===== src/rtl/rbe_pkg.sv =====
// Shared constants, types and width helpers for the rational Bezier evaluator.
package rbe_pkg;

    localparam int COORD_WIDTH_DEF = 32;
    localparam int T_FRAC_BITS_DEF = 16;

    localparam int WEIGHT_WIDTH    = 16;
    localparam int CFG_INDEX_WIDTH = 2;

    // Q8.8 weights after reset: 1.0, 9.1 (rounded to 2330/256), 1.0
    localparam logic [WEIGHT_WIDTH-1:0] WEIGHT_START_RST  = 16'd256;
    localparam logic [WEIGHT_WIDTH-1:0] WEIGHT_MIDDLE_RST = 16'd2330;
    localparam logic [WEIGHT_WIDTH-1:0] WEIGHT_END_RST    = 16'd256;

    // Queue between front and back end
    localparam int QUEUE_DEPTH  = 8;
    // Register stages in the front end that may hold a transaction not yet queued
    localparam int FRONT_STAGES = 4;

    typedef enum logic [CFG_INDEX_WIDTH-1:0] {
        CFG_WEIGHT_START  = 2'd0,
        CFG_WEIGHT_MIDDLE = 2'd1,
        CFG_WEIGHT_END    = 2'd2
    } cfg_index_t;

    typedef struct packed {
        logic almost_full;
    } q_status_t;

    // Basis terms and their sum: (u+t)^2 <= 2^(2F), times a 16-bit weight
    function automatic int basis_width(input int t_frac_bits);
        return 2 * t_frac_bits + WEIGHT_WIDTH;
    endfunction

    // Queue entry: zero flag, denominator, three basis terms, three points
    function automatic int entry_width(input int coord_width, input int t_frac_bits);
        return 1 + 4 * basis_width(t_frac_bits) + 3 * coord_width;
    endfunction

endpackage


===== src/rtl/rbe_queue.sv =====
// Short FIFO between front and back end; drains one entry per cycle into a registered output.
module rbe_queue #(
    parameter int WIDTH = 8,
    parameter int DEPTH = rbe_pkg::QUEUE_DEPTH
) (
    input  logic               clk,
    input  logic               rst_n,
    input  logic               push,
    input  logic [WIDTH-1:0]   push_data,
    output rbe_pkg::q_status_t status,
    output logic               out_valid,
    output logic [WIDTH-1:0]   out_data
);

    localparam int AW = (DEPTH > 1) ? $clog2(DEPTH) : 1;
    localparam int CW = $clog2(DEPTH + 1);
    localparam logic [AW-1:0] LAST_ADDR = AW'(DEPTH - 1);
    localparam logic [CW-1:0] AFULL_LEVEL = CW'(DEPTH - rbe_pkg::FRONT_STAGES);
    localparam logic [CW-1:0] FULL_LEVEL = CW'(DEPTH);

    logic [WIDTH-1:0] mem [DEPTH];
    logic [AW-1:0]    wr_ptr_reg;
    logic [AW-1:0]    wr_ptr_next;
    logic [AW-1:0]    rd_ptr_reg;
    logic [AW-1:0]    rd_ptr_next;
    logic [CW-1:0]    count_reg;
    logic [CW-1:0]    count_next;
    logic             out_valid_reg;
    logic [WIDTH-1:0] out_data_reg;
    logic             pop;

    assign pop = (count_reg != '0);

    always_comb begin
        wr_ptr_next = wr_ptr_reg;
        rd_ptr_next = rd_ptr_reg;
        count_next  = count_reg;
        if (push)
        begin
            wr_ptr_next = (wr_ptr_reg == LAST_ADDR) ? '0 : wr_ptr_reg + 1'b1;
        end
        if (pop)
        begin
            rd_ptr_next = (rd_ptr_reg == LAST_ADDR) ? '0 : rd_ptr_reg + 1'b1;
        end
        case ({push, pop})
            2'b10:   count_next = count_reg + 1'b1;
            2'b01:   count_next = count_reg - 1'b1;
            default: count_next = count_reg;
        endcase
    end

    always_ff @(posedge clk or negedge rst_n) begin
        if (!rst_n)
        begin
            wr_ptr_reg    <= '0;
            rd_ptr_reg    <= '0;
            count_reg     <= '0;
            out_valid_reg <= 1'b0;
        end
        else
        begin
            wr_ptr_reg    <= wr_ptr_next;
            rd_ptr_reg    <= rd_ptr_next;
            count_reg     <= count_next;
            out_valid_reg <= pop;
        end
    end

    always_ff @(posedge clk) begin
        if (push)
        begin
            mem[wr_ptr_reg] <= push_data;
        end
        if (pop)
        begin
            out_data_reg <= mem[rd_ptr_reg];
        end
    end

    assign status.almost_full = (count_reg >= AFULL_LEVEL);
    assign out_valid          = out_valid_reg;
    assign out_data           = out_data_reg;

    a_no_overflow: assert property (@(posedge clk) disable iff (!rst_n)
        push |-> (count_reg != FULL_LEVEL))
        else $error("queue written while full");

    a_pop_had_entry: assert property (@(posedge clk) disable iff (!rst_n)
        out_valid_reg |-> $past(count_reg) != '0)
        else $error("queue output valid without a stored entry");

endmodule


===== config.mk =====
export PLATFORM = sky130hd
export DESIGN_NAME = rbe_queue
export DESIGN_NICKNAME = d
export VERILOG_FILES = /design/src/rtl/rbe_pkg.sv /design/src/rtl/rbe_queue.sv
export SDC_FILE = /design/constraint.sdc
export NUM_CORES = 1
export LEC_CHECK = 0
export ABC_AREA = 1
export BUFFER_PORTS_ARGS = -buffer_cell sky130_fd_sc_hd__buf_2
export CELL_PAD_IN_SITES_DETAIL_PLACEMENT = 1
export CELL_PAD_IN_SITES_GLOBAL_PLACEMENT = 1
export CORE_ASPECT_RATIO = 0.9
export CORE_MARGIN = 1.5
export CORE_UTILIZATION = 30
export DETAILED_ROUTE_END_ITERATION = 10
export GPL_TIMING_DRIVEN = 0
export HOLD_SLACK_MARGIN = 0.02
export PLACE_DENSITY = 0.52
export RECOVER_POWER = 25
export SLEW_MARGIN = 20
export SYNTH_ARGS = -nofsm -noshare
export SYNTH_HDL_FRONTEND = slang
export SYNTH_SLANG_ARGS = --single-unit

===== constraint.sdc =====
create_clock -name clk -period 2.3 [get_ports clk]
set_clock_uncertainty 0.15 [all_clocks]
set_input_delay 0.46 -clock clk [delete_from_list [all_inputs] [get_ports clk]]
set_output_delay 0.46 -clock clk [all_outputs]
set_load 0.005 [all_outputs]

## Word-level counts from Yosys, hierarchy flattened

Memories as Yosys holds them, arrays and structs flattened. A register that Yosys moved wholly into a read port is not among the register bits.
Index checks and enable logic that the tools add are counted.

| storage, ports and cells | value |
|---|---|
| memories | 1 |
| word-level logic and storage cells | 21 |
| bits of input ports | 11 |
| output and inout bits | 10 |
| bits in read-only memories | 0 |
| memory bits (writable) | 64 |
| bits in registers | 11 |
| latch bits | 0 |

Memory list:

| name | words | bits a word | read ports | clocked after memory_dff | write ports | RTL line | source |
|---|---|---|---|---|---|---|---|
| mem | 8 | 8 | 1 | 1 | 1 | rbe_queue.sv:21 | `logic [WIDTH-1:0] mem [DEPTH];` |

| operators by class | value |
|---|---|
| $add $sub $neg | 4 |
| divide/modulo/power cells | 0 |
| equality and inequality tests | 4 |
| bitwise logic cells | 0 |
| reductions and logical operators | 2 |
| shift operators | 0 |
| magnitude comparators | 1 |
| $mul | 0 |
| multiplexer cells | 5 |

Operators with widths:

| cell | number |
|---|---|
| $pmux W4 S2 | 1 |
| $add A3 B1 Y3 const B | 2 |
| $eq A3 B3 Y1 const B | 2 |
| $mux W3 | 2 |
| $add A4 B1 Y4 const B | 1 |
| $ge A4 B3 Y1 const B | 1 |
| $reduce_bool A4 Y1 | 1 |
| $sub A4 B1 Y4 const B | 1 |
| $eq A2 B1 Y1 const B | 1 |
| $eq A2 B2 Y1 const B | 1 |
| $mux W1 | 2 |
| $reduce_bool A2 Y1 | 1 |

## Depth between registers and ports, before layout

| depth | value |
|---|---|
| word-level depth | 3 |
| mapped depth | 11 |
| gate-level depth less buffers | 11 |

## Least setup slack after synthesis

OpenSTA, ideal clock, no wires.

| timing | value |
|---|---|
| kind | reg-to-reg |
| start | register count_reg[1] |
| end | register count_reg[3] |
| path slack | 0.166 ns |
| setup time | 0.117 ns |
| cell stages (with the launch flop) | 11 |
| required time | 2.033 ns |
| period minus slack after synthesis | 2.134 ns |
| data arrival time | 1.867 ns |
| path buffers | 0 |
| path through | dfrtp_1 -> nor2_1 -> nand3_1 -> ha_1 -> ha_1 -> nand2_1 -> nand2_1 -> nand2_1 -> nand3_1 -> nand3_1 -> nand2_1 |

| between the ends | value |
|---|---|
| cells in the longest elaborated chain, start to end | 3 |
| elaborated cells on any way between the ends | 7 |
| classes of those cells | add/sub: 2; eq/ne: 2; mux: 1; reduce/logical: 2 |

RTL lines:

| item | RTL line | source |
|---|---|---|
| start: declaration | rbe_queue.sv:26 | `logic [CW-1:0] count_reg;` |
| start signal: assignment | rbe_queue.sv:65 | `count_reg <= count_next;` |
| $reduce_bool A4 Y1 * | rbe_queue.sv:32 | `assign pop = (count_reg != '0);` |
| named net pop | rbe_queue.sv:30 | `logic pop;` |
| $eq A2 B1 Y1 / $eq A2 B2 Y1 (equally long branches) | rbe_queue.sv:46 | `case ({push, pop})` |
| $pmux W4 S2 / $reduce_bool A2 Y1 (equally long branches) | - |  |

The timed path passes the listed nets; every way through them passes the cells marked *.
A chain may end at the register's enable or synchronous reset.

## Worst setup path after layout

Same ends and word-level chain as after synthesis.

==> metrics.txt <==
Worst setup EP type register; Initial Util 31.0%; H-tree depth 3; CTS tree yes; vias in the first global route 2236; share of cells above drive strength 1 11.8%; max_slew headroom 42.2%; ordered list of cells on the worst path nor2_1, nand3_4, ha_2, ha_1, nand2_1, nand2_1, nand2_1, nand2_1, nand2_1, nand3_1, nand2_1; Worst Setup Path Type register to register; Synth cell types 19; Req. time, crit path 2.37 ns; endpoints failing setup 0; PD cells around 1300 nW/µm²; commonest non-fill, non-tap cell in the layout edfxtp_1; Largest register FFs 64; Sink Count 83; slowest CP cell dfrtp_1; Mapped Area about 3400 µm²; cts bufs inserted 9; io pins 21; initial antenna violation count 0; YS warnings 0; Die Ht 104 µm; # port buffers 20; pre-CTS WS -0.322 ns; Core Area approximately 11000 µm²; Peak VDD IR 380 µV; Hold Crit Class primary input to register; Tcrit/Tclk final a little over four fifths; vias per cell 4.47; first-pass GRT wire length 12500 µm; DP Wirelength 5330 µm; area grow syn2layout 17.1%; Worst-Margin Slew 0.864 ns; final core occ 36.3%; n_diodes 0; Residual DRC 0; syn_nets 294; Std-Cell Rows 36; drt first-iter violations 92; worst setup margin 0.356 ns; fin crit period 1.94 ns; drt pass-1 iters 4; Root Buffer clkbuf_16; Routed Antenna Nets 0; die area 11900 µm²; cell mode on critical path nand2_1; overall routing resource usage 14.5%; status finished clean; max incr delay on CP 0.43 ns; hold_ws 0.261 ns; Critical Path AT 2.02 ns; post-synthesis sequential area ratio 72.1%; Mapped Cells 276; Avg Inst Size Synth 12.2 µm²; FMAX 0.514 GHz; die width approximately 110 µm; CP Launch Type register; count of final hold-check violations 0; GPL Wtd Cong 0.702; fin. max-slew vios 0; largest net degree at the start of global routing 17; RSZ-0062 raised after global routing no; max-capacitance violation count 0; Reg clk slew, reported paths 0.06 ns; Longest Clk Path Bufs 2; critical path peak fanout 5; via count 2081; DR WL/cell 17.1 µm; setup tns final 0 ns; Skew-Pair Late Insertion Delay 0.33 ns; Post-Route WL 7960 µm; Pleak 0.00146 µW; Net count, final between 300 and 400; GRT Residual Overflow 0; most frequent cells in the layout 72 x edfxtp_1, 51 x nor2_1, 50 x nand2_1; Yosys reg bits slightly above 80
==> stage by stage <==
stage / power (µW) / cells / instance area, µm²
5_1_grt: 5630 / 466 / 3960
6_report: 5260 / 466 / 3960
2_1_floorplan: 3330 / 276 / 3380
4_1_cts: 5320 / 465 / 3960
3_5_place_dp: 4000 / 448 / 3670
3_3_place_gp: 3950 / 448 / 3670
==> critical path: cells and delay by family, from the launching register on <==
kind | cells | cell delay, ns
flip-flops | 1 | 0.43
adder cells (fa/ha/maj) | 2 | 0.50
AND/OR/NAND/NOR | 9 | 0.75
==> Yosys cell counts <==
| cell | instances | area (µm²) |
|---|---|---|
| edfxtp_1 | 72 | 2160 |
| nor2_1 | 51 | 191 |
| nand2_1 | 50 | 188 |
| o21ai_1 | 28 | 140 |
| o21ai_0 | 17 | 85.1 |
| inv_1 | 12 | 45.0 |
| dfrtp_1 | 11 | 275 |
| o22ai_1 | 9 | 56.3 |
| ha_1 | 6 | 75.1 |
| nand3_1 | 5 | 25.0 |
| buf_4 | 4 | 30.0 |
| buf_6 | 3 | 33.8 |
| xnor2_1 | 2 | 17.5 |
| buf_2 | 1 | 5.00 |
| clkbuf_8 | 1 | 13.8 |
| clkinv_1 | 1 | 3.75 |
| fa_1 | 1 | 20.0 |
| inv_2 | 1 | 3.75 |
| o21a_1 | 1 | 7.51 |
==> worst paths after layout <==
check                             start       endpoint  slack [ns]  cells past startpoint
setup / recovery           count_reg[1]   count_reg[3]        0.36                     11
hold / removal                     push  wr_ptr_reg[1]        0.26                      2
setup reg to reg           count_reg[1]   count_reg[3]        0.36                     11
hold reg to reg            count_reg[3]   count_reg[3]        0.37                      2
max in group asynchronous         rst_n  wr_ptr_reg[0]        1.40                      2
min in group asynchronous         rst_n  wr_ptr_reg[1]        0.38                      2
==> per-layer routing <==
layer,GRT usage [%],share of wire (%)
met3,4.21,3.2
met5,0,0
met2,22.2,46
met4,3.44,0.89
met1,20.2,50
==> what timing repair did <==
item,4_1_cts,5_1_grt
hold buffers,1,0
resized for setup,2,1
pin swaps,0,1
setup endpoints to repair,3,1
cloned,0,0
endpoints found under the hold margin,11,0
buffers inserted,0,1
==> power by group <==
group | internal, µW | switching, µW | leakage, µW
Sequential | 2010 | 158 | 0.000796
Combinational | 631 | 1170 | 0.000542
Clock | 730 | 563 | 0.000120
==> cell type report <==
type | instances | area [µm²]
repair buffers | 22 | 108
clock inverters | 4 | 27.5
inverters | 14 | 52.6
well taps | 152 | 190
flip-flops and latches | 83 | 2440
multi-input cells | 170 | 821
clock buffers | 12 | 236
plain buffers | 9 | 82.6
fillers | 1217 | 6950
==> kinds of logic (layout without fill, tap and decap cells) <==
family                     Yosys count  count (layout)  synth area share (%)
buffers and inverters               23              61                  4.00
xor gates and xnor gates             2               2                 0.519
DFF                                 83              83                  72.1
and+or+nand+nor                    106             106                  12.0
AOI/OAI and AO/OA                   55              55                  8.56
adders and majority gates            7               7                  2.81
(Power assumes the default switching activity.)
